==> config.mk <==
export PLATFORM = sky130hd
export DESIGN_NAME = sate_cfg
export DESIGN_NICKNAME = d
export VERILOG_FILES = /design/src/hw/rtl/sate_pkg.sv /design/src/hw/rtl/sate_cfg.sv
export SDC_FILE = /design/constraint.sdc
export NUM_CORES = 1
export LEC_CHECK = 0
export BUFFER_PORTS_ARGS = -buffer_cell sky130_fd_sc_hd__buf_2
export CELL_PAD_IN_SITES_DETAIL_PLACEMENT = 1
export CELL_PAD_IN_SITES_GLOBAL_PLACEMENT = 1
export CORE_UTILIZATION = 37
export CTS_BUF_LIST = sky130_fd_sc_hd__clkbuf_4 sky130_fd_sc_hd__clkbuf_8 sky130_fd_sc_hd__clkbuf_16
export CTS_CLUSTER_SIZE = 25
export DETAILED_ROUTE_END_ITERATION = 8
export GPL_TIMING_DRIVEN = 1
export PLACE_DENSITY = 0.91
export SLEW_MARGIN = 0
export SYNTH_ARGS = -nofsm -noshare
export SYNTH_HDL_FRONTEND = slang
export SYNTH_SLANG_ARGS = --single-unit
==> constraint.sdc <==
create_clock -name clk -period 1.8 [get_ports clk]
set_input_delay 0.09 -clock clk [delete_from_list [all_inputs] [get_ports clk]]
set_output_delay 0.09 -clock clk [all_outputs]
set_load 0.02 [all_outputs]
==> src/hw/rtl/sate_pkg.sv <==
// Shared types and constants of the summed-area table engine.
// Depends on nothing; used by sate_cfg, sate_core and the top level.
package sate_pkg;

    // fixed field widths of the stream items
    localparam int VALUE_W   = 16;
    localparam int COORD_W   = 6;
    localparam int RECT_W    = 28;
    localparam int REG_W     = 7;
    localparam int IDX_W     = 2;
    localparam int S_TDATA_W = 40;
    localparam int S_TUSER_W = 1;
    localparam int M_TDATA_W = 32;
    localparam int M_TUSER_W = 3;

    // register reset value and register indexes
    localparam logic [REG_W-1:0] REG_RESET = 7'd64;
    localparam logic [IDX_W-1:0] REG_ROWS  = 2'd0;
    localparam logic [IDX_W-1:0] REG_COLS  = 2'd1;

    // request kinds
    typedef enum logic
    {
        CMD_LOAD  = 1'b0,
        CMD_QUERY = 1'b1
    } cmd_t;

    // result status codes
    typedef enum logic [1:0]
    {
        STATUS_OK         = 2'd0,
        STATUS_BAD_RECT   = 2'd1,
        STATUS_INCOMPLETE = 2'd2
    } status_t;

    // one input request
    typedef struct packed
    {
        cmd_t               cmd;
        logic [VALUE_W-1:0] value;
        logic [COORD_W-1:0] west_col;
        logic [COORD_W-1:0] east_col;
        logic [COORD_W-1:0] south_row;
        logic [COORD_W-1:0] north_row;
    } item_t;

    // one result
    typedef struct packed
    {
        logic [RECT_W-1:0] rect_sum;
        status_t           status;
        logic              table_full;
    } result_t;

    // effective grid size and restart pulse from the register block
    typedef struct packed
    {
        logic [REG_W-1:0] rows;
        logic [REG_W-1:0] cols;
        logic             restart;
    } cfg_t;

endpackage

==> src/hw/rtl/sate_cfg.sv <==
// Register block of the summed-area table engine: grid size registers,
// clamping to the memory size and the restart pulse. Uses sate_pkg.
module sate_cfg #(
    parameter int MAX_ROWS = 64,
    parameter int MAX_COLS = 64
) (
    input  logic                          clk,
    input  logic                          rst_n,
    input  logic                          cfg_valid,
    output logic                          cfg_ready,
    input  logic [sate_pkg::IDX_W-1:0]    cfg_index,
    input  logic [sate_pkg::REG_W-1:0]    cfg_data,
    output sate_pkg::cfg_t                cfg
);

    localparam int RCMP_W = ($clog2(MAX_ROWS + 1) > sate_pkg::REG_W) ?
                            $clog2(MAX_ROWS + 1) : sate_pkg::REG_W;
    localparam int CCMP_W = ($clog2(MAX_COLS + 1) > sate_pkg::REG_W) ?
                            $clog2(MAX_COLS + 1) : sate_pkg::REG_W;

    logic [sate_pkg::REG_W-1:0] rows_reg;
    logic [sate_pkg::REG_W-1:0] cols_reg;
    logic                       wr_rows;
    logic                       wr_cols;

    assign cfg_ready = 1'b1;
    assign wr_rows   = cfg_valid && (cfg_index == sate_pkg::REG_ROWS);
    assign wr_cols   = cfg_valid && (cfg_index == sate_pkg::REG_COLS);

    // register storage
    always_ff @(posedge clk or negedge rst_n)
    begin
        if (!rst_n)
        begin
            rows_reg <= sate_pkg::REG_RESET;
            cols_reg <= sate_pkg::REG_RESET;
        end
        else
        begin
            if (wr_rows)
            begin
                rows_reg <= cfg_data;
            end
            if (wr_cols)
            begin
                cols_reg <= cfg_data;
            end
        end
    end

    // zero acts as one, anything above the memory size as the maximum
    always_comb
    begin
        if (rows_reg == '0)
            cfg.rows = sate_pkg::REG_W'(1);
        else if (RCMP_W'(rows_reg) > RCMP_W'(MAX_ROWS))
            cfg.rows = sate_pkg::REG_W'(MAX_ROWS);
        else
            cfg.rows = rows_reg;

        if (cols_reg == '0)
            cfg.cols = sate_pkg::REG_W'(1);
        else if (CCMP_W'(cols_reg) > CCMP_W'(MAX_COLS))
            cfg.cols = sate_pkg::REG_W'(MAX_COLS);
        else
            cfg.cols = cols_reg;

        cfg.restart = wr_rows || wr_cols;
    end

endmodule

After elaboration in Yosys (flattened, before gate mapping)
Index checks and enable logic that the tools add are counted.
Storage, ports and cells
  flip-flop bits (word level): 14
  bits of input ports: 12
  output and inout port bits: 16
Operators by class
  order comparisons: 2
  equality and inequality tests: 1
  mux-type cells: 4
  reduce and logical (&&, ||, !) cells: 6
Operator list (number)
  $mux 7: 4
  $gt 7x7->1 const B: 2
  $logic_not 7->1: 2
  $eq 2x1->1 const B: 1
  $logic_and 1x1->1: 2
  $logic_not 2->1: 1
  $logic_or 1x1->1: 1

Longest topological paths before layout
  word-level depth: 3
  depth in mapped cells: 2
  gate-level depth less buffers: 2

Worst setup path after synthesis
Ideal clock, no wire load.
  path kind: register -> output
  start point: register rows_reg[1] in the netlist's numbering
  end point: output port cfg[8] in the netlist's numbering
  arrival: 1.447 ns
  required time: 1.710 ns
  setup slack: 0.263 ns
  cell stages (with the launch flop): 3
  path buffers: 0
  path through: dfrtp_1 > or3_1 > o41ai_1
RTL lines
  start: declaration: RTL line sate_cfg.sv:21  | logic [sate_pkg::REG_W-1:0] rows_reg;
  start signal: assignment: RTL line sate_cfg.sv:35  | rows_reg <= sate_pkg::REG_RESET;
  start signal: assignment: RTL line sate_cfg.sv:42  | rows_reg <= cfg_data;
  end: declaration: RTL line sate_cfg.sv:13  | output sate_pkg::cfg_t cfg

==> metrics.yaml <==
dp_hpwl_mm: 1.07
drtPass1Iterations: 2
cp_max_fo: 3
grt_pass1_wl_mm: 2.28
cp.arrival_ns: 1.53
avgSynthCellArea_um2: 13.1
syn_to_final_growth_pct: 28.7
status: "completed"
final_cell_mix: "buf_2 (26), mux2_2 (14), dfrtp_1 (12)"
clkTransAtPathRegs_ns: 0.09
min_path_cells: 2
min_path_type: "in2reg"
grt.busiest_layer: "met2"
clock-sinks: 14
startpoint_type: "flip-flop"
die_w_um: 44.6
peakVddDrop_mv: 0.577
min_to: "rows_reg[4]"
dp_worst_setup_slack_ns: 0.487
io_pins: 28
grt_pass1_vias: 482
finalPower_mw: 0.947
ant_nets: 0
rows: 15
numPortBuffers: 26
drtIter0Drc: 1
skew_ns: 0
cts-root-buf: "clkbuf_4"
insertion_delay_ns: 0.28
diodes: 0
required_ns: 1.71
gr-usage-met2: 0.271
min_from: "cfg_data[4]"
final_util: 0.505
finalSetupTns_ns: 0
initial_core_util: 0.393
critical_path.endpoint_type: "primary output"
synthCells: 51
coreArea_um2: 1710
max_freq_ghz: 0.616
die_area_um2: 1990
stdcell_count: 104
grt_max_degree: 15
place_area_um2: 817
drt-total-wl_mm: 1.40
hold_slack_ns: 0.0613
drive_above_1_share: 0.608
grt-ovfl-total: 0
power.leakage_nw: 0.409
fin_ws_ns: 0.176
ys_warn_count: 0
seq_area_um2: 353
nets: 92
maxCapViolCount: 0
min_period_ns: 1.62
vias: 491
synthesis.nets: 63
place.gp.congestion: 0.746
vias_per_cell: 4.72
placed_cells: 99
cts_resized: 0
reg2reg_slack_ns: 0.95
r2r-end: "rows_reg[6]"
met1_usage: 0.213
hold_violations: 0
synth_area_um2: 671
p_per_area_nw_per_um2: 1100
synth_seq_cells: 14
antenna_found_initial: 0
final.period_utilization: 0.902
cts_tree: "yes"
design_area_um2: 863
mostFrequentLayoutCell: "buf_2"
fillers: 180
path_class: "reg2out"
clock_path_buffers: 2
die_y_um: 44.6
r2r_cells: 1
track_usage: 0.169
r2r_start: "rows_reg[6]"
wire_per_inst_um: 13.4
slew_violations: 0
setup_viol: 0
route.detailed.drc: 0
rsz0062_at_grt: "no"
synth_cell_types: 12
yosysSeqAreaShare: 0.526
numCtsBuffers: 3
multi_input_area_um2: 303
cts_max_level: 1
use_met3: 0.0367
-- cell usage after synthesis --
library cell  number  share of area
buf_4              1          0.011
o41ai_1            2          0.026
dfrtp_1           12           0.45
dfstp_2            2          0.078
nor2b_1           11           0.10
nor3b_4            1          0.028
conb_1             1         0.0056
mux2_2            14           0.24
or3_1              2          0.019
clkbuf_1           2          0.011
nand2b_1           2          0.019
nand3b_2           1          0.017
-- worst max-delay path, cell delays in order (launching register included) --
cell	delay, ns
dfrtp_1	0.40
or3_1	0.38
o41ai_1	0.26
buf_2	0.22
-- per-layer routing --
metal | share of wire | up-vias
met4 | 0.012 | 0
met1 | 0.44 | 238
li1 | - | 232
met5 | 0 | -
met3 | 0.050 | 2
met2 | 0.49 | 19
-- kinds of logic after synthesis --
family,after synthesis,share of synthesized area
muxes,14,0.235
AOI/OAI and AO/OA,2,0.0261
and+or+nand+nor,17,0.185
other,1,0.00559
buffers and inverters,3,0.0224
DFF,14,0.526
-- repair_timing --
action	4_1_cts	5_1_grt
hold buffers	1	0
hold endpoints to repair	14	0
buffers inserted	0	0
-- power breakdown --
part,internal (mW),switching (mW),total (mW)
clock,0.123,0.103,0.225
sequential,0.381,0.0542,0.436
combinational,0.133,0.153,0.286
total,0.638,0.309,0.947
-- how the worst max path moves through the flow --
stage          slack [ns]  cells past startpoint        start      to
4_1_cts              0.17                      3  cols_reg[1]  cfg[1]
6_report             0.18                      3  cols_reg[1]  cfg[1]
2_1_floorplan        0.26                      2  rows_reg[1]  cfg[8]
5_1_grt              0.07                      3  cols_reg[1]  cfg[1]
3_3_place_gp         0.50                      3  cols_reg[4]  cfg[1]
3_5_place_dp         0.49                      3  cols_reg[1]  cfg[1]
-- cell type report --
class / instances / share of cell area
Sequential cell: 14 / 0.409
Multi-Input combinational cell: 34 / 0.351
Timing Repair Buffer: 27 / 0.162
Clock buffer: 4 / 0.0420
Tap cell: 25 / 0.0362
Note: power is estimated with default switching activity, not from simulation.
