===== config.mk =====
export PLATFORM = sky130hd
export DESIGN_NAME = sate_core
export DESIGN_NICKNAME = d
export VERILOG_FILES = /design/src/hw/rtl/sate_pkg.sv /design/src/hw/rtl/sate_core.sv
export SDC_FILE = /design/constraint.sdc
export NUM_CORES = 1
export LEC_CHECK = 0
export BUFFER_PORTS_ARGS = -buffer_cell sky130_fd_sc_hd__buf_2
export CORE_MARGIN = 4
export CORE_UTILIZATION = 45
export CTS_CLUSTER_SIZE = 24
export DETAILED_ROUTE_END_ITERATION = 12
export PLACE_DENSITY = 0.62
export SYNTH_ARGS = -nofsm -noshare
export SYNTH_HDL_FRONTEND = slang
export SYNTH_SLANG_ARGS = --single-unit

===== constraint.sdc =====
create_clock -name clk -period 9.91 [get_ports clk]
set_input_delay 1.982 -clock clk [delete_from_list [all_inputs] [get_ports clk]]
set_output_delay 1.982 -clock clk [all_outputs]
set_load 0.02 [all_outputs]

===== src/hw/rtl/sate_pkg.sv =====
// Shared types and constants of the summed-area table engine.
// Depends on nothing; used by sate_cfg, sate_core and the top level.
package sate_pkg;

    // fixed field widths of the stream items
    localparam int VALUE_W   = 16;
    localparam int COORD_W   = 6;
    localparam int RECT_W    = 28;
    localparam int REG_W     = 7;
    localparam int IDX_W     = 2;
    localparam int S_TDATA_W = 40;
    localparam int S_TUSER_W = 1;
    localparam int M_TDATA_W = 32;
    localparam int M_TUSER_W = 3;

    // register reset value and register indexes
    localparam logic [REG_W-1:0] REG_RESET = 7'd64;
    localparam logic [IDX_W-1:0] REG_ROWS  = 2'd0;
    localparam logic [IDX_W-1:0] REG_COLS  = 2'd1;

    // request kinds
    typedef enum logic
    {
        CMD_LOAD  = 1'b0,
        CMD_QUERY = 1'b1
    } cmd_t;

    // result status codes
    typedef enum logic [1:0]
    {
        STATUS_OK         = 2'd0,
        STATUS_BAD_RECT   = 2'd1,
        STATUS_INCOMPLETE = 2'd2
    } status_t;

    // one input request
    typedef struct packed
    {
        cmd_t               cmd;
        logic [VALUE_W-1:0] value;
        logic [COORD_W-1:0] west_col;
        logic [COORD_W-1:0] east_col;
        logic [COORD_W-1:0] south_row;
        logic [COORD_W-1:0] north_row;
    } item_t;

    // one result
    typedef struct packed
    {
        logic [RECT_W-1:0] rect_sum;
        status_t           status;
        logic              table_full;
    } result_t;

    // effective grid size and restart pulse from the register block
    typedef struct packed
    {
        logic [REG_W-1:0] rows;
        logic [REG_W-1:0] cols;
        logic             restart;
    } cfg_t;

endpackage


===== src/hw/rtl/sate_core.sv =====
// Sequencer of the summed-area table engine: load read-modify-write,
// four-corner query with two corners read at a time, result register. Uses sate_pkg.
module sate_core #(
    parameter int MAX_ROWS   = 64,
    parameter int MAX_COLS   = 64,
    parameter int VALUE_BITS = 16,
    parameter int SUM_BITS   = 28,
    parameter int ADDR_W     = 12
) (
    input  logic                 clk,
    input  logic                 rst_n,
    input  sate_pkg::cfg_t       cfg,
    input  logic                 in_valid,
    output logic                 in_ready,
    input  sate_pkg::item_t      in_item,
    output logic                 out_valid,
    input  logic                 out_ready,
    output sate_pkg::result_t    out_result,
    output logic                 mem_wr_en,
    output logic [ADDR_W-1:0]    mem_wr_addr,
    output logic [SUM_BITS-1:0]  mem_wr_data,
    output logic [ADDR_W-1:0]    mem_rd_addr_a,
    output logic [ADDR_W-1:0]    mem_rd_addr_b,
    input  logic [SUM_BITS-1:0]  mem_rd_data_a,
    input  logic [SUM_BITS-1:0]  mem_rd_data_b
);

    localparam int ROW_W  = (MAX_ROWS > 1) ? $clog2(MAX_ROWS) : 1;
    localparam int COL_W  = (MAX_COLS > 1) ? $clog2(MAX_COLS) : 1;
    localparam int MAX_RC = (ROW_W > COL_W) ? ROW_W : COL_W;
    localparam int DIM_W  = ((MAX_RC > sate_pkg::REG_W) ? MAX_RC : sate_pkg::REG_W) + 1;
    localparam int EXT_W  = (SUM_BITS > sate_pkg::RECT_W) ? SUM_BITS : sate_pkg::RECT_W;
    localparam logic [sate_pkg::VALUE_W-1:0] VAL_MASK =
        (VALUE_BITS >= sate_pkg::VALUE_W) ? {sate_pkg::VALUE_W{1'b1}} :
        sate_pkg::VALUE_W'((64'd1 << VALUE_BITS) - 64'd1);

    typedef enum logic [1:0]
    {
        ST_IDLE,
        ST_QUERY2,
        ST_EXEC
    } state_t;

    // entry address of a row and a column
    function automatic logic [ADDR_W-1:0] entry_addr(input logic [ROW_W-1:0] r,
                                                     input logic [COL_W-1:0] c);
        return ADDR_W'(r) * ADDR_W'(MAX_COLS) + ADDR_W'(c);
    endfunction

    // query coordinate to memory row index
    function automatic logic [ROW_W-1:0] row_idx(input logic [sate_pkg::COORD_W-1:0] x);
        logic [DIM_W-1:0] ext;
        ext = DIM_W'(x);
        return ext[ROW_W-1:0];
    endfunction

    // query coordinate to memory column index
    function automatic logic [COL_W-1:0] col_idx(input logic [sate_pkg::COORD_W-1:0] x);
        logic [DIM_W-1:0] ext;
        ext = DIM_W'(x);
        return ext[COL_W-1:0];
    endfunction

    state_t                 state_reg;
    sate_pkg::item_t        item_reg;
    logic [ROW_W-1:0]       load_row_reg;
    logic [COL_W-1:0]       load_col_reg;
    logic [SUM_BITS-1:0]    run_sum_reg;
    logic                   loaded_reg;
    logic [ROW_W-1:0]       ld_row_reg;
    logic [COL_W-1:0]       ld_col_reg;
    logic [ADDR_W-1:0]      ld_addr_reg;
    logic [ADDR_W-1:0]      below_addr_reg;
    logic                   below_zero_reg;
    logic [SUM_BITS-1:0]    run_new_reg;
    logic [SUM_BITS-1:0]    ab_reg;
    logic                   out_valid_reg;
    sate_pkg::result_t      out_reg;

    logic                   accept;
    logic                   slot_free;
    logic                   pos_restart;
    logic [DIM_W-1:0]       rows_ext;
    logic [DIM_W-1:0]       cols_ext;
    logic [ROW_W-1:0]       eff_row;
    logic [COL_W-1:0]       eff_col;
    logic [SUM_BITS-1:0]    eff_run;
    logic [SUM_BITS-1:0]    run_new;
    logic [ADDR_W-1:0]      below_addr;
    logic [ADDR_W-1:0]      ld_addr;
    logic [sate_pkg::COORD_W-1:0] in_south_m1;
    logic [sate_pkg::COORD_W-1:0] reg_south_m1;
    logic [sate_pkg::COORD_W-1:0] reg_west_m1;
    logic [ADDR_W-1:0]      a_addr;
    logic [ADDR_W-1:0]      b_addr;
    logic [ADDR_W-1:0]      c_addr;
    logic [ADDR_W-1:0]      d_addr;
    logic                   s_zero;
    logic                   w_zero;
    logic [SUM_BITS-1:0]    ab_next;
    logic [SUM_BITS-1:0]    q_sum;
    logic [EXT_W-1:0]       q_sum_ext;
    logic                   bad_rect;
    logic [COL_W:0]         col_inc;
    logic [ROW_W:0]         row_inc;
    logic                   row_done;
    logic                   grid_done;
    sate_pkg::result_t      result_next;
    logic                   loaded_next;

    assign rows_ext  = DIM_W'(cfg.rows);
    assign cols_ext  = DIM_W'(cfg.cols);
    assign in_ready  = (state_reg == ST_IDLE);
    assign accept    = in_valid && in_ready;
    assign slot_free = !out_valid_reg || out_ready;
    assign out_valid = out_valid_reg;
    assign out_result = out_reg;

    // position of the next load, restarted after a full grid
    assign pos_restart = loaded_reg || (DIM_W'(load_row_reg) >= rows_ext) ||
                         (DIM_W'(load_col_reg) >= cols_ext);
    assign eff_row    = pos_restart ? '0 : load_row_reg;
    assign eff_col    = pos_restart ? '0 : load_col_reg;
    assign eff_run    = pos_restart ? '0 : run_sum_reg;
    assign run_new    = eff_run + SUM_BITS'(in_item.value & VAL_MASK);
    assign below_addr = entry_addr(eff_row - ROW_W'(1), eff_col);
    assign ld_addr    = entry_addr(eff_row, eff_col);

    // four corners: two at accept, two on the following cycle
    assign in_south_m1  = in_item.south_row - sate_pkg::COORD_W'(1);
    assign reg_south_m1 = item_reg.south_row - sate_pkg::COORD_W'(1);
    assign reg_west_m1  = item_reg.west_col - sate_pkg::COORD_W'(1);
    assign a_addr = entry_addr(row_idx(in_item.north_row), col_idx(in_item.east_col));
    assign b_addr = entry_addr(row_idx(in_south_m1), col_idx(in_item.east_col));
    assign c_addr = entry_addr(row_idx(item_reg.north_row), col_idx(reg_west_m1));
    assign d_addr = entry_addr(row_idx(reg_south_m1), col_idx(reg_west_m1));
    assign s_zero = (item_reg.south_row == '0);
    assign w_zero = (item_reg.west_col == '0);

    // memory read address selection
    always_comb
    begin
        if (state_reg == ST_IDLE)
        begin
            mem_rd_addr_a = (in_item.cmd == sate_pkg::CMD_QUERY) ? a_addr : below_addr;
            mem_rd_addr_b = b_addr;
        end
        else
        begin
            mem_rd_addr_a = (item_reg.cmd == sate_pkg::CMD_QUERY) ? c_addr : below_addr_reg;
            mem_rd_addr_b = d_addr;
        end
    end

    // load write-back
    assign mem_wr_en   = (state_reg == ST_EXEC) && slot_free &&
                         (item_reg.cmd == sate_pkg::CMD_LOAD);
    assign mem_wr_addr = ld_addr_reg;
    assign mem_wr_data = run_new_reg + (below_zero_reg ? '0 : mem_rd_data_a);

    // query arithmetic
    assign ab_next   = mem_rd_data_a - (s_zero ? '0 : mem_rd_data_b);
    assign q_sum     = ab_reg - (w_zero ? '0 : mem_rd_data_a) +
                       ((s_zero || w_zero) ? '0 : mem_rd_data_b);
    assign q_sum_ext = EXT_W'(q_sum);
    assign bad_rect  = (item_reg.west_col > item_reg.east_col) ||
                       (item_reg.south_row > item_reg.north_row) ||
                       (DIM_W'(item_reg.east_col) >= cols_ext) ||
                       (DIM_W'(item_reg.north_row) >= rows_ext);

    // load position advance
    assign col_inc   = {1'b0, ld_col_reg} + (COL_W + 1)'(1);
    assign row_inc   = {1'b0, ld_row_reg} + (ROW_W + 1)'(1);
    assign row_done  = (DIM_W'(col_inc) >= cols_ext);
    assign grid_done = row_done && (DIM_W'(row_inc) >= rows_ext);

    // result of the request in execution
    always_comb
    begin
        result_next = '0;
        loaded_next = loaded_reg;
        if (item_reg.cmd == sate_pkg::CMD_LOAD)
        begin
            loaded_next = grid_done;
            result_next.status = sate_pkg::STATUS_OK;
        end
        else if (!loaded_reg)
        begin
            result_next.status = sate_pkg::STATUS_INCOMPLETE;
        end
        else if (bad_rect)
        begin
            result_next.status = sate_pkg::STATUS_BAD_RECT;
        end
        else
        begin
            result_next.status   = sate_pkg::STATUS_OK;
            result_next.rect_sum = q_sum_ext[sate_pkg::RECT_W-1:0];
        end
        result_next.table_full = loaded_next;
    end

    // sequencer, load state and result register
    always_ff @(posedge clk or negedge rst_n)
    begin
        if (!rst_n)
        begin
            state_reg      <= ST_IDLE;
            item_reg       <= '0;
            load_row_reg   <= '0;
            load_col_reg   <= '0;
            run_sum_reg    <= '0;
            loaded_reg     <= 1'b0;
            ld_row_reg     <= '0;
            ld_col_reg     <= '0;
            ld_addr_reg    <= '0;
            below_addr_reg <= '0;
            below_zero_reg <= 1'b0;
            run_new_reg    <= '0;
            ab_reg         <= '0;
            out_valid_reg  <= 1'b0;
            out_reg        <= '0;
        end
        else
        begin
            // result valid: set when a request completes, cleared once taken
            if ((state_reg == ST_EXEC) && slot_free)
            begin
                out_valid_reg <= 1'b1;
            end
            else if (out_ready)
            begin
                out_valid_reg <= 1'b0;
            end

            case (state_reg)
                ST_IDLE:
                begin
                    if (accept)
                    begin
                        item_reg       <= in_item;
                        ld_row_reg     <= eff_row;
                        ld_col_reg     <= eff_col;
                        ld_addr_reg    <= ld_addr;
                        below_addr_reg <= below_addr;
                        below_zero_reg <= (eff_row == '0);
                        run_new_reg    <= run_new;
                        state_reg <= (in_item.cmd == sate_pkg::CMD_QUERY) ?
                                     ST_QUERY2 : ST_EXEC;
                    end
                end
                ST_QUERY2:
                begin
                    ab_reg    <= ab_next;
                    state_reg <= ST_EXEC;
                end
                ST_EXEC:
                begin
                    if (slot_free)
                    begin
                        out_reg   <= result_next;
                        state_reg <= ST_IDLE;
                    end
                end
                default:
                begin
                    state_reg <= ST_IDLE;
                end
            endcase

            // load position: a write to the row or column register restarts loading
            if (cfg.restart)
            begin
                load_row_reg <= '0;
                load_col_reg <= '0;
                run_sum_reg  <= '0;
                loaded_reg   <= 1'b0;
            end
            else if (mem_wr_en)
            begin
                loaded_reg <= loaded_next;
                if (row_done)
                begin
                    load_col_reg <= '0;
                    run_sum_reg  <= '0;
                    load_row_reg <= grid_done ? '0 : row_inc[ROW_W-1:0];
                end
                else
                begin
                    load_col_reg <= col_inc[COL_W-1:0];
                    load_row_reg <= ld_row_reg;
                    run_sum_reg  <= run_new_reg;
                end
            end
        end
    end

endmodule


# After elaboration in Yosys (flattened, before gate mapping)
# Index checks and enable logic that the tools add are counted.
totals:
  in_bits: 116
  wordCells: 108
  reg_bits: 193
  output_inout_bits: 98
classes:
  mux: 36
  n_lt_le_gt_ge: 8
  add_sub_neg: 17
  reduce_logical: 21
  n_bitwise: 1
  eq_ne: 4
op_table:
  columns: ["cell", "n"]
  rows:
  - ["2-to-1 mux 28 bit", 11]
  - ["adder 12 x 6 -> 12 bit", 6]
  - ["adder 28 bit", 2]
  - ["subtractor 28 bit", 2]
  - ["2-to-1 mux 6 bit", 9]
  - ["2-to-1 mux 12 bit", 4]
  - ["adder 28 x 16 -> 28 bit", 1]
  - [">= comparator 6 x 7 -> 1 bit", 4]
  - ["subtractor 6 x 1 -> 6 bit (second input constant)", 4]
  - ["zero test 6 bit", 3]
  - ["adder 6 x 1 -> 7 bit (second input constant)", 2]
  - [">= comparator 7 bit", 2]
  - ["greater-than comparator 6 bit", 2]
  - ["2-to-1 mux 2 bit", 5]
  - ["logical OR 1 bit", 7]
  - ["2-to-1 mux 1 bit", 6]
  - ["one-hot mux 2 bit (3 select lines)", 1]
  - ["AND reduction 2 bit", 3]
  - ["logical AND 1 bit", 4]
  - ["nonzero test 2 bit", 2]
  - ["equality test 2 x 1 -> 1 bit (second input constant)", 1]
  - ["equality test 2 bit (second input constant)", 1]
  - ["zero test 2 bit", 1]
  - ["inequality test 2 x 1 -> 1 bit (second input constant)", 1]
  - ["other kinds (3)", 3]

# Logic depth before layout (Yosys ltp)
depth:
  ltp_word: 8
  ltp_mapped: 23

# Least setup slack after synthesis
# No wires, ideal clock.
synth_timing:
  path_kind: "input -> output"
  startpoint: "input port cfg[1] (netlist bit)"
  endpoint: "output port mem_rd_addr_a[10]"
  stages: 14
  arrival_time_ns: 4.713
  n_path_buf: 1
  path_slack_ns: 3.215
  cell_sequence: "ha_1 -> nand2b_1 -> a21o_1 -> a21o_1 -> a21oi_1 -> nor3_1 -> nor4_2 -> clkbuf_1 -> nand2_1 -> ha_1 -> nand2_1 -> a32oi_1 -> and2_1 -> o22ai_1"
synth_between:
  elab_chain_len: 7
synth_rtl:
  columns: ["item", "line", "text"]
  rows:
  - ["from (decl)", "sate_core.sv:12", "input sate_pkg::cfg_t cfg,"]
  - [">= comparator 6 x 7 -> 1 bit *", "sate_core.sv:121", "(DIM_W'(load_col_reg) >= cols_ext);"]
  - ["logical OR 1 bit *", "sate_core.sv:120", "assign pos_restart = loaded_reg || (DIM_W'(load_row_reg) >= rows_ext) ||"]
  - ["2-to-1 mux 6 bit", "sate_core.sv:122", "assign eff_row = pos_restart ? '0 : load_row_reg;"]
  - ["subtractor 6 x 1 -> 6 bit", "sate_core.sv:126", "assign below_addr = entry_addr(eff_row - ROW_W'(1), eff_col);"]
  - ["adder 12 x 6 -> 12 bit *", "sate_core.sv:47", "return ADDR_W'(r) * ADDR_W'(MAX_COLS) + ADDR_W'(c);"]
  - ["2-to-1 mux 12 bit *", "sate_core.sv:145", "mem_rd_addr_a = (in_item.cmd == sate_pkg::CMD_QUERY) ? a_addr : below_addr;"]
  - ["2-to-1 mux 12 bit *", "sate_core.sv:143", "if (state_reg == ST_IDLE)"]
  - ["to (decl)", "sate_core.sv:22", "output logic [ADDR_W-1:0] mem_rd_addr_a,"]
# Every way passes the cells marked *; elsewhere a longest branch is shown, timed or not.

# Final worst setup path
layout_timing:
  startpoint: "input port mem_rd_data_a[0]"
  endpoint: "output port mem_wr_data[26]"
layout_between:
  elab_chain_len: 2
layout_rtl:
  columns: ["item", "line", "text"]
  rows:
  - ["from (decl)", "sate_core.sv:24", "input logic [SUM_BITS-1:0] mem_rd_data_a,"]
  - ["2-to-1 mux 28 bit", "sate_core.sv:159", "assign mem_wr_data = run_new_reg + (below_zero_reg ? '0 : mem_rd_data_a);"]
  - ["adder 28 bit", "sate_core.sv:159", null]
  - ["to (decl)", "sate_core.sv:21", "output logic [SUM_BITS-1:0] mem_wr_data,"]
# Every way passes these cells.

==> results.toml <==
[worst_setup_path]
critPathTopFamily = "compound AO/OA/AOI/OAI gates"
r2r_cells = 21
crit_path_top_delay_cell = "or4_1"
r2r_end = "run_new_reg[27]"
cp_cell_sequence = "buf_2 > inv_1 > nor2_1 > ha_1 > inv_1 > fa_1 > nor2b_1 > o31a_1 > o21a_1 > o21ai_0 > and3_1 > a2bb2oi_1 > a211oi_1 > a41o_1 > or4_1 > nand3_1 > buf_2"
worstPathMaxFanout = 4
worstPathArrival_ns = 5.27
end_kind = "primary output"
worstSetupStartpointType = "input pin"
worstSetupPathType = "input pin to primary output"
timing.rr.start = "load_col_reg[0]"
timing.reg2reg.setup_slack_ns = 4.81
cp.required_ns = 7.93
path_buf_inv = 4
max_stage_delay_ns = 0.40

[grt]
grt_max_degree = 104
antenna_found_initial = 3
grt_overflow = 0
grt_pass1_vias = 12720
grt_pass1_wl_um = 67980
grt_use_total = 0.2339

[timing]
fmax_mhz = 138.0
tightest_slew_ns = 1.038
finalCritPeriodShare = 0.7314
clock-skew-final_ns = 0.01281
fin_setup_tns_ns = 0
finalHoldViolCount = 0
slew_violations = 0
max-slew-margin-rel = 0.3077
finalSetupViolCount = 0
rsz0062_at_grt = "false"
fin_crit_ns = 7.248

[synth]
async_flop_share = 1.000
synth_nets = 2047
netlist_instances = 1747
ys_warn_count = 0
ys_seq_elements = 175
syn_area_sq_mm = 0.01473
synth.distinct_cells = 70
synth_edf_count = 0
synth.area.top_cells = "dfrtp_1 30%, ha_1 13%, nand2_1 5.9%, o21ai_0 4.5%, fa_1 4.1%"
yosysTopAreaCell = "dfrtp_1"
syn_avg_cell_area_sq_um = 8.433
synth-seq-area-share = 0.2972
synth_flop_cell = "dfrtp_1"
synth_top_area_frac = 0.2972

[clock_tree]
cts_made_buffers = 17
cts_resized = 0
cts.sinks = 175
cts_htree_levels = 4
clock_latency_ns = 0.45
path_clk_slew_ns = 0.07
cts_setup_buffers = 0
clockRootBuffer = "clkbuf_16"
cts_tree = "yes"
clockBufferDepth = 2
cts_hold_buf = 0

[finish]
drive_above_1_share = 0.1475
fillCellCount = 3098
final_area_sq_mm = 0.01677
syn_to_final_growth_pct = 13.84
nets = 2219
largest_reg_flops = 31

[floorplanning]
die_area_sq_mm = 0.03570
core_sq_mm = 0.03196
rows = 65
io_pins = 214
start_util = 0.4610
die_height_um = 188.9
die_x_um = 188.9

[worst_hold_path]
min_to = "ab_reg[24]"
hp-class = "flop to flop"
worstHoldPathCells = 2
worstHoldStart = "ab_reg[24]"

[drt]
vias = 13070
routedWlPerCell_um = 17.80
ant_nets = 0
firstDrtPassIters = 5
via_per_inst = 5.515
wl_um = 42170
drtIter0Drc = 798
drc = 0

[placed_design]
place_congestion = 0.9548
dpl-instance-area_sq_mm = 0.01617
dp_hpwl_um = 32080
io_buffers = 213

[outcome]
status = "completed"

[power]
peakVddDrop_mv = 0.2190
power.density_mw_per_mm2 = 255.7
p_leak_nw = 8.655

[flow_run]
max-cap-violations = 0
-- placed cells by master, fill, tap and decap left out, types with 4 or more instances in the layout --
cell and n:
a211oi_1 20, a21o_1 54, a21oi_1 104, a22o_1 57, a311oi_1 7, a31oi_1 11, and2_1 46, and3_1 13
and4_1 6, buf_2 212, buf_4 11, clkbuf_16 17, dfrtp_1 175, fa_1 30, ha_1 154, inv_1 137
inv_8 6, mux2i_1 13, nand2_1 232, nand2b_1 33, nand3_1 65, nand4_1 6, nor2_1 76, nor2b_1 46
nor3_1 24, o211ai_1 8, o21a_1 17, o21ai_0 132, o21bai_1 6, o22ai_1 9, o31ai_1 15, or2_2 8
or3_1 4, xnor2_1 63, xor2_1 49
-- cell type report --
| type | instances | area (sq um) | area share |
|---|---|---|---|
| multi-input combinational | 1363 | 9577 | 0.5710 |
| sequential | 175 | 4379 | 0.2611 |
| timing repair buffer | 224 | 1155 | 0.06886 |
| tap | 435 | 544.3 | 0.03245 |
| inverter | 138 | 518.0 | 0.03088 |
| clock buffer | 17 | 425.4 | 0.02536 |
| clock inverter | 15 | 168.9 | 0.01007 |
| antenna | 2 | 5.005 | 0.0002984 |
-- worst register-to-register path, cell delays in order, from the launching register on --
cell       delay, ns
dfrtp_1         0.38
inv_1           0.05
ha_1            0.25
nand2b_1        0.14
a21o_1          0.19
a21o_1          0.18
a21oi_1         0.17
nor3_1          0.11
nor4_4          0.44
buf_4           0.49
and2_1          0.24
ha_1            0.23
a21o_1          0.15
a21o_1          0.20
a2111oi_0       0.52
nor3_1          0.14
o21ai_0         0.28
a21oi_1         0.18
and4_1          0.28
nand3_1         0.11
xor2_1          0.15
o31ai_1         0.08
-- cell usage after synthesis (all sizes together), types with 3 or more instances --
master,instances
mux2i,13
inv,137
a211oi,20
or4,3
nor2,77
nor2b,46
a21oi,105
and3,13
or2,8
o211ai,9
buf,13
o22ai,9
xnor2,63
and4,7
ha,154
nand2b,34
xor2,49
o41ai,4
nor4,4
a22o,57
a221oi,4
o21ai,136
a311oi,8
nand4,6
o21bai,6
nand3,65
a21o,54
o21a,17
a31oi,11
o31ai,17
nand2,233
fa,30
clkbuf,58
and2,47
nor3,26
dfrtp,175
or3,4
-- how the worst max path moves through the flow --
| stage | startpoint | to | slack [ns] | cells after the start |
|---|---|---|---|---|
| after CTS | mem_rd_data_a[0] | mem_wr_data[26] | 2.73 | 17 |
| final | mem_rd_data_a[0] | mem_wr_data[26] | 2.66 | 17 |
| after floorplan | cfg[1] | mem_rd_addr_a[10] | 3.21 | 14 |
| after global routing | mem_rd_data_a[0] | mem_wr_data[26] | 2.47 | 17 |
| after detailed placement | mem_rd_data_a[0] | mem_wr_data[26] | 2.75 | 17 |
| after global placement | mem_rd_data_a[0] | mem_wr_data[26] | 2.76 | 17 |
-- cell families after synthesis --
| family | count (synthesis) | synth area share |
|---|---|---|
| simple gates | 576 | 0.1875 |
| compound gates | 477 | 0.2127 |
| flops | 175 | 0.2972 |
| buf+inv | 209 | 0.05478 |
| fa+ha+maj | 184 | 0.1716 |
| mux | 14 | 0.009596 |
| xor+xnor | 112 | 0.06658 |
-- power by group --
| group | internal (W) | total, W | switching, W | leakage (nW) |
|---|---|---|---|---|
| combinational | 0.00105 | 0.00261 | 0.00156 | 6.07 |
| sequential | 0.000852 | 0.000980 | 0.000128 | 2.30 |
| clock | 0.000361 | 0.000699 | 0.000338 | 0.289 |
| total | 0.00226 | 0.00429 | 0.00203 | 8.65 |
-- metrics by stage --
| stage | util | total power [W] | setup slack, ns | std cells | hold WS, ns |
|---|---|---|---|---|---|
| 3_3_place_gp | 0.5060 | 0.003551 | 2.758 | 2335 | 0.4626 |
| 3_5_place_dp | 0.5060 | 0.003588 | 2.751 | 2335 | 0.4704 |
| 6_report | 0.5248 | 0.004288 | 2.662 | 2369 | 0.4813 |
| 4_1_cts | 0.5246 | 0.004310 | 2.732 | 2367 | 0.4872 |
| 5_1_grt | 0.5246 | 0.004670 | 2.471 | 2367 | 0.5043 |
| 2_1_floorplan | - | 0.002925 | 3.215 | 1747 | 0.4418 |
-- routing by layer --
| layer | vias to the layer above | share of wire | GRT usage |
|---|---|---|---|
| met5 | - | 0.00031 | 0 |
| met4 | 2 | 0.017 | 0.05998 |
| met3 | 42 | 0.052 | 0.03650 |
| met2 | 353 | 0.46 | 0.3771 |
| met1 | 6229 | 0.47 | 0.3307 |
| li1 | 6440 | - | - |
Power figures use the tool's default switching activity.
